<file path="config.mk">
export PLATFORM = sky130hd
export DESIGN_NAME = svang_mag
export DESIGN_NICKNAME = d
export VERILOG_FILES = /design/src/hdl/svang_pkg.sv /design/src/hdl/svang_mag.sv
export SDC_FILE = /design/constraint.sdc
export NUM_CORES = 2
export LEC_CHECK = 0
export BUFFER_PORTS_ARGS = -buffer_cell sky130_fd_sc_hd__buf_2
export CAP_MARGIN = 20
export CORE_MARGIN = 8
export CORE_UTILIZATION = 46
export DETAILED_ROUTE_END_ITERATION = 6
export GPL_ROUTABILITY_DRIVEN = 0
export RECOVER_POWER = 100
export SKIP_LAST_GASP = 1
export SLEW_MARGIN = 20
export SYNTH_ARGS = -nofsm -noshare
export SYNTH_HDL_FRONTEND = slang
export SYNTH_SLANG_ARGS = --single-unit
</file>
<file path="constraint.sdc">
create_clock -name clk -period 6.99 [get_ports clk]
set_input_delay 1.0485 -clock clk [delete_from_list [all_inputs] [get_ports clk]]
set_output_delay 1.0485 -clock clk [all_outputs]
set_load 0.02 [all_outputs]
</file>
<file path="src/hdl/svang_pkg.sv">
`timescale 1ns / 1ps
// ----------------------------------------------------------------------------
// svang_pkg
// Shared widths, types and the arc tangent step table for the sun vector
// angle pipeline.
// ----------------------------------------------------------------------------
package svang_pkg;

	localparam int SAMPLE_BITS  = 10;
	localparam int LANES        = 5;
	localparam int SX_W         = SAMPLE_BITS + 1;
	localparam int SQ_W         = 2 * SX_W;
	localparam int SUM_W        = SQ_W + 2;
	localparam int RAD_W        = SUM_W + 16;
	localparam int ROOT_W       = RAD_W / 2;
	localparam int MREM_W       = ROOT_W + 2;
	localparam int R_W          = ROOT_W + 1;
	localparam int Q_W          = 16;
	localparam int CRAD_W       = 34;
	localparam int CROOT_W      = 17;
	localparam int CREM_W       = CROOT_W + 2;
	localparam int CORDIC_STEPS = 17;
	localparam int CV_W         = 20;
	localparam int Z_W          = 19;
	localparam int SCALE_W      = 13;
	localparam int PROD_W       = Z_W - 1 + SCALE_W;
	localparam int ANGLE_W      = 14;
	localparam logic [SCALE_W-1:0] SCALE     = 13'd5729;
	localparam logic [ANGLE_W-1:0] ANGLE_MAX = 14'd9000;
	localparam int MAG_LAT      = 2 + ROOT_W;
	localparam int LANE_LAT     = 1 + Q_W + 2 + CROOT_W + CORDIC_STEPS + 2;

	typedef logic [SAMPLE_BITS-1:0] sample_t;
	typedef logic [LANES-1:0][SAMPLE_BITS-1:0] sample_vec_t;

	typedef struct packed {
		logic              vld;
		logic [ROOT_W-1:0] root;
		sample_vec_t       smp;
	} mag_out_t;

	function automatic logic signed [Z_W-1:0] step_angle(input logic [4:0] i);
		logic signed [Z_W-1:0] a;
		unique case (i)
			5'd0:    a = 19'sd51472;
			5'd1:    a = 19'sd30386;
			5'd2:    a = 19'sd16055;
			5'd3:    a = 19'sd8150;
			5'd4:    a = 19'sd4091;
			5'd5:    a = 19'sd2047;
			5'd6:    a = 19'sd1024;
			5'd7:    a = 19'sd512;
			5'd8:    a = 19'sd256;
			5'd9:    a = 19'sd128;
			5'd10:   a = 19'sd64;
			5'd11:   a = 19'sd32;
			5'd12:   a = 19'sd16;
			5'd13:   a = 19'sd8;
			5'd14:   a = 19'sd4;
			5'd15:   a = 19'sd2;
			5'd16:   a = 19'sd1;
			default: a = 19'sd0;
		endcase
		return a;
	endfunction

endpackage

</file>
<file path="src/hdl/svang_mag.sv">
`timescale 1ns / 1ps
// ----------------------------------------------------------------------------
// svang_mag
// Sum of squares of the sun vector and its square root in Q.8, one root
// bit per stage; the samples travel alongside.
// ----------------------------------------------------------------------------
module svang_mag (
	input  logic                   clk,
	input  logic                   arst_n,
	input  logic                   en,
	input  logic                   in_vld,
	input  svang_pkg::sample_vec_t smp,
	output svang_pkg::mag_out_t    mo
);

	logic [svang_pkg::SX_W-1:0]  sx, sy;
	logic                        vld_s1, vld_s2;
	logic [svang_pkg::SQ_W-1:0]  sqx_s1, sqy_s1, sqz_s1;
	svang_pkg::sample_vec_t      smp_s1, smp_s2;
	logic [svang_pkg::SUM_W-1:0] sum_s2;

	logic                         vld_s3  [svang_pkg::ROOT_W];
	logic [svang_pkg::RAD_W-1:0]  rad_s3  [svang_pkg::ROOT_W];
	logic [svang_pkg::MREM_W-1:0] rem_s3  [svang_pkg::ROOT_W];
	logic [svang_pkg::ROOT_W-1:0] root_s3 [svang_pkg::ROOT_W];
	svang_pkg::sample_vec_t       smp_s3  [svang_pkg::ROOT_W];

	assign sx = {1'b0, smp[0]} + {1'b0, smp[3]};
	assign sy = {1'b0, smp[1]} + {1'b0, smp[4]};

	always_ff @(posedge clk or negedge arst_n) begin
		if (!arst_n) begin
			vld_s1 <= 1'b0;
			vld_s2 <= 1'b0;
		end else if (en) begin
			vld_s1 <= in_vld;
			vld_s2 <= vld_s1;
		end
	end

	always_ff @(posedge clk) begin
		if (en) begin
			sqx_s1 <= sx * sx;
			sqy_s1 <= sy * sy;
			sqz_s1 <= {1'b0, smp[2]} * {1'b0, smp[2]};
			smp_s1 <= smp;
			sum_s2 <= {2'b00, sqx_s1} + {2'b00, sqy_s1} + {2'b00, sqz_s1};
			smp_s2 <= smp_s1;
		end
	end

	for (genvar k = 0; k < svang_pkg::ROOT_W; k++) begin : g_sqrt
		logic                         vi;
		logic [svang_pkg::RAD_W-1:0]  ri;
		logic [svang_pkg::MREM_W-1:0] mi, mn, tr;
		logic [svang_pkg::ROOT_W-1:0] oi;
		svang_pkg::sample_vec_t       si;

		if (k == 0) begin : g_first
			assign vi = vld_s2;
			assign ri = {sum_s2, 16'h0000};
			assign mi = '0;
			assign oi = '0;
			assign si = smp_s2;
		end else begin : g_next
			assign vi = vld_s3[k-1];
			assign ri = rad_s3[k-1];
			assign mi = rem_s3[k-1];
			assign oi = root_s3[k-1];
			assign si = smp_s3[k-1];
		end

		assign mn = {mi[svang_pkg::MREM_W-3:0], ri[svang_pkg::RAD_W-1 -: 2]};
		assign tr = {oi, 2'b01};

		always_ff @(posedge clk or negedge arst_n) begin
			if (!arst_n) begin
				vld_s3[k] <= 1'b0;
			end else if (en) begin
				vld_s3[k] <= vi;
			end
		end

		always_ff @(posedge clk) begin
			if (en) begin
				rad_s3[k] <= {ri[svang_pkg::RAD_W-3:0], 2'b00};
				smp_s3[k] <= si;
				if (mn >= tr) begin
					rem_s3[k]  <= mn - tr;
					root_s3[k] <= {oi[svang_pkg::ROOT_W-2:0], 1'b1};
				end else begin
					rem_s3[k]  <= mn;
					root_s3[k] <= {oi[svang_pkg::ROOT_W-2:0], 1'b0};
				end
			end
		end
	end

	assign mo.vld  = vld_s3[svang_pkg::ROOT_W-1];
	assign mo.root = root_s3[svang_pkg::ROOT_W-1];
	assign mo.smp  = smp_s3[svang_pkg::ROOT_W-1];

endmodule

</file>
; ---- After elaboration in Yosys (flattened, before gate mapping)
; Memories as Yosys holds them, arrays and structs flattened.
; Index checks and enable logic that the tools add are counted.
[classes]
mux = 162
n_addsub = 24
mul = 3
n_bitwise = 40
magnitude_cmp = 20
[op_table]
columns = op, n
row1 = two-way mux 22 bit, 20
row2 = greater-or-equal comparator 22 bit, 19
row3 = subtractor 22 bit, 19
row4 = two-way mux 20 bit, 20
row5 = two-way mux 1 bit, 122
row6 = multiplier 11 x 11 -> 22 bit, 2
row7 = bitwise OR 1 bit, 40
row8 = adder 23 x 20 -> 24 bit, 1
row9 = adder 22 x 22 -> 23 bit, 1
row10 = adder 10 x 10 -> 11 bit, 2
row11 = multiplier 10 x 10 -> 20 bit, 1
row12 = subtractor 2 x 1 -> 3 bit (second input constant), 1
row13 = greater-or-equal comparator 2 x 1 -> 1 bit (second input constant), 1
[totals]
output_inout_bits = 71
input_bits = 54
n_memories = 4
ram_bits = 2600
reg_bits = 210
wordCells = 289
[mem_list]
columns = memory, depth, word_bits, read_ports, rd_ports_with_merged_regs, write_ports, line_no
row1 = smp_s3, 20, 50, 20, 0, 20, svang_mag.sv:26  ; svang_pkg::sample_vec_t smp_s3 [svang_pkg::ROOT_W];
row2 = rad_s3, 20, 38, 19, 0, 20, svang_mag.sv:23  ; logic [svang_pkg::RAD_W-1:0] rad_s3 [svang_pkg::ROOT_W];
row3 = rem_s3, 20, 22, 19, 0, 20, svang_mag.sv:24  ; logic [svang_pkg::MREM_W-1:0] rem_s3 [svang_pkg::ROOT_W];
row4 = root_s3, 20, 20, 20, 0, 20, svang_mag.sv:25  ; logic [svang_pkg::ROOT_W-1:0] root_s3 [svang_pkg::ROOT_W];

; ---- Logic depth before layout (Yosys ltp)
; An unclocked memory read counts as a cell.
[logic_depth]
word_depth = 6
mapped_depth = 28
mapped_depth_nobuf = 28

; ---- Least setup slack after synthesis
; Ideal clock, no wire load.
[synth_timing]
path_type = input -> register
startpoint = in smp[10] (netlist bit)
endpoint = reg sqy_s1[20] (netlist bit), data pin
slack_ps = -312
required_ps = 6724
cell_stages = 26
arrival_time_ps = 7036
setup_ps = 266
n_path_buf = 2
cell_sequence = ha_1 fa_1 a21o_1 a21oi_1 o21ai_0 o31ai_1 xnor2_1 clkbuf_1 inv_1 nor2_1 fa_1 fa_1 fa_1 fa_1 inv_1 fa_1 inv_1 ha_1 clkbuf_1 a21o_1 a21o_1 a21oi_1 o21bai_1 a21oi_1 o221ai_1 xor2_1
[synth_via]
elab_chain_cells = 2
[synth_rtl]
columns = item, line_no
row1 = start: declaration, svang_mag.sv:12  ; input svang_pkg::sample_vec_t smp,
row2 = adder 10 x 10 -> 11 bit, svang_mag.sv:29  ; assign sy = {1'b0, smp[1]} + {1'b0, smp[4]};
row3 = multiplier 11 x 11 -> 22 bit, svang_mag.sv:44  ; sqy_s1 <= sy * sy;
row4 = end signal: assignment, svang_mag.sv:44
row5 = end: declaration, svang_mag.sv:18  ; logic [svang_pkg::SQ_W-1:0] sqx_s1, sqy_s1, sqz_s1;
; Every way passes these cells.
; A chain may end at the register's enable or synchronous reset.

; ---- Final worst setup path
[layout_timing]
startpoint = in smp[40] (netlist bit)
endpoint = reg sqy_s1[20] (netlist bit), data pin
; The elaborated chain is that of the path after synthesis.

==> results.toml <==
[outcome]
run_status = "finished with violations"
violations = "capacitance limit, slew limit"

[synthesis]
synth_cell_types = 84
synth_flop_cell = "edfxtp_1"
synth_edf_count = 1875
netlist_area_mm2 = 0.0832
synth_seq_cells = 1898
yosys_warnings = 0
synthArstFlopShare = 0.0116
seq_area_frac_synth = 0.683
synthCells = 5500
avgSynthCellArea_um2 = 15.1

[route]
dr.pass1.iters = 6
vias = 42500
postRouteAntennaNets = 0
routed_via_density = 5.06
drcViolationCount = 0
wl_per_cell_um = 15.9
routed_wl_um = 134000
drtIter0Drc = 2737

[final_layout]
register_area_mm2 = 0.0569
layout_commonest_cell = "edfxtp_1"
multi_input_area_mm2 = 0.0239
drive_gt1_frac = 0.0875
nFillCells = 15000
area_growth_pct = 12.5
final_nets = 6539
post-route-util = 0.519
mostFrequentLayoutCells = "edfxtp_1 (1,875), inv_1 (547), ha_1 (408)"

[placement]
dp_hpwl_um = 93100
dp_slack_ps = -327
portBuffers = 124

[floorplanning]
start_util = 0.461
dieArea_mm2 = 0.195
die_h_um = 441
ios = 125
core_mm2 = 0.180
chipWidth_um = 441
rows = 156

[worst_setup_path]
end_kind = "flip-flop"
r2r_cells = 10
cpMostUsedCell = "fa_1"
r2r_end = "rem_s3[17][12]"
worstSetupPathType = "input pin to flip-flop"
r2r_start = "rem_s3[16][0]"
start_kind = "input pin"
required_ps = 7530
path_cells = "buf_2, ha_1, fa_1, a21o_1, a21oi_1, o21ai_0, o31ai_1, xnor2_1, clkbuf_1, nand2_1, fa_1, fa_1, inv_1, fa_1, fa_1, inv_1, fa_1, inv_1, ha_1, nand2_1, o31ai_1, nand2b_1, o221ai_1, xor2_1"
arrival_ps = 7080
crit_fanout = 4
crit_path_max_incr_delay_ps = 520
worst_path_max_delay_cell = "fa_1"
r2r_setup_slack_ps = 2400

[clocking]
clk_pin_slew_ps = 60
numCtsBuffers = 195
clockRootBuffer = "clkbuf_16"
insertion_delay_ps = 820
post_cts_buffers = 0
holdBufCountCts = 0
h-tree-depth = 4
cts_sinks = 1898
cts_tree = "done"
clk_path_buf_depth = 3
cts_resized = 0

[grt]
grt_pass1_vias = 43100
grt.overflow.total = 0
grt_pass1_wl_um = 219000
grt_max_degree = 188
antenna_found_initial = 1
track_usage = 0.137

[timing]
tns_ps = 0
setup_viol = 0
hold_violations = 0
fmax_mhz = 153
finalCritPeriodShare = 0.935
relSlewSlack = -1.94
min_period_ps = 6530
setup_slack_ps = 456
rsz0062_at_grt = "no"
slew_violations = 1550
skew_ps = 49.4
tightest_slew_ps = 4410

[power_and_ir_drop]
pwr-share-clk = 0.245
p_per_area_mw_per_mm2 = 438
vdd_drop_max_v = 0.000672
p_seq_frac = 0.377
intPower_mw = 27.8
p_sw_frac = 0.320
pwr-share-comb = 0.378
leakage_nw = 35.8
power.switching_mw = 13.1

[min_path]
min_from = "smp_s3[0][138]"
hold_depth = 0
hp-class = "flip-flop to flip-flop"
holdPathEnd = "smp_s3[0][188]"

[run]
maxCapViolCount = 17
==> cell usage after synthesis, types with 8 or more instances <==
library cell  number  share of area
nand2_1          271          0.012
nand4b_1          11         0.0012
o22ai_1            9        0.00068
xnor2_1          186          0.020
nor4_1            31         0.0023
dfrtp_1           22         0.0066
nand3b_1           9        0.00081
inv_1            547          0.025
a21boi_0          18         0.0016
o21a_1            60         0.0054
nor3_1            89         0.0054
nor2_1           270          0.012
nor2b_1           33         0.0025
nor4b_1           16         0.0017
nand3_1           65         0.0039
nand2b_1          43         0.0032
fa_1             201          0.048
a21o_1           112          0.010
mux2i_1           11         0.0013
and2_1            87         0.0065
a21oi_1          202          0.012
xor2_1           150          0.016
buf_2              9        0.00054
a31oi_1           34         0.0026
or3_1             34         0.0026
clkbuf_1          79         0.0036
o21ai_0          214          0.013
and3_1            21         0.0016
o21bai_1          27         0.0024
o211ai_1          21         0.0019
a2111oi_0          8        0.00084
o31ai_1           18         0.0016
or4_1             15         0.0014
a211o_1           10         0.0011
edfxtp_1        1875           0.68
or2_2             15         0.0011
a31o_2            10         0.0011
nor3b_1           10        0.00090
a211oi_1          25         0.0023
ha_1             408          0.061
o2111ai_1          8        0.00084
mux2_2            94          0.013
nand4_1           34         0.0026
==> power groups by stage <==
stage / logic (mW) / clock network (mW) / registers, mW
after global placement: 15.4 / 0 / 15.6
after detailed placement: 15.6 / 0 / 15.7
after global routing: 17.8 / 10.8 / 15.6
after CTS: 15.8 / 10.4 / 15.4
final: 15.5 / 10.0 / 15.4
after floorplan: 10.8 / 0 / 15.4
==> layout make-up <==
class / count / area share
flip-flops and latches: 1898 / 0.608
multi-input cells: 2962 / 0.255
clock buffers: 238 / 0.0545
well taps: 2370 / 0.0317
inverters: 549 / 0.0220
repair buffers: 270 / 0.0157
clock inverters: 117 / 0.0128
diodes: 5 / 0.000134
==> metrics by stage <==
stage,instance area (um2),hold WS [ps],instances,power (mW)
3_3_place_gp,87700,400,8049,31.0
4_1_cts,94000,109,8404,41.6
2_1_floorplan,83300,400,5501,26.2
6_report,93600,376,8409,41.0
5_1_grt,93600,351,8404,44.2
3_5_place_dp,87700,405,8049,31.3
==> worst max path at each step <==
stage | startpoint | end | slack, ps | cells past startpoint
2_1_floorplan | smp[10] | sqy_s1[20] | -90 | 26
6_report | smp[40] | sqy_s1[20] | 460 | 24
5_1_grt | smp[0] | sqx_s1[20] | 50 | 29
3_3_place_gp | smp[40] | sqy_s1[20] | -270 | 25
4_1_cts | smp[40] | sqy_s1[20] | 540 | 23
3_5_place_dp | smp[40] | sqy_s1[20] | -330 | 23
==> flip-flops by register name (all words and copies together), names as in the netlist <==
| register | flops |
|---|---|
| sqz_s1 | 18 |
| rad_s3 | 132 |
| sqx_s1 | 21 |
| root_s3 | 210 |
| mo | 1 |
| sum_s2 | 24 |
| rem_s3 | 350 |
| g_sqrt.vi | 20 |
| vld_s1 | 1 |
| g_sqrt.si | 50 |
| smp_s1 | 50 |
| smp_s3 | 1000 |
| sqy_s1 | 21 |
==> worst max-delay path, delay by kind of cell <==
family | cells | cell delay, ps
xor+xnor | 2 | 340
fa+ha+maj | 8 | 3370
buf+inv | 5 | 490
simple gates | 3 | 330
compound gates | 6 | 1520
==> cells by family after synthesis <==
kind of cell / count (synthesis) / share of synthesized area
simple gates: 1082 / 0.0654
other cells: 1 / 0.0000451
flops: 1898 / 0.683
fa+ha+maj: 609 / 0.110
xor+xnor: 336 / 0.0354
mux: 105 / 0.0140
compound gates: 828 / 0.0630
buf+inv: 641 / 0.0291
==> metal layers <==
layer,up-vias,global-route usage,part of all wire
met4,0,0.0507,0.034
li1,20900,-,-
met2,681,0.242,0.50
met1,20700,0.169,0.42
met3,293,0.0253,0.039
met5,-,0,0
(Power assumes the default switching activity.)
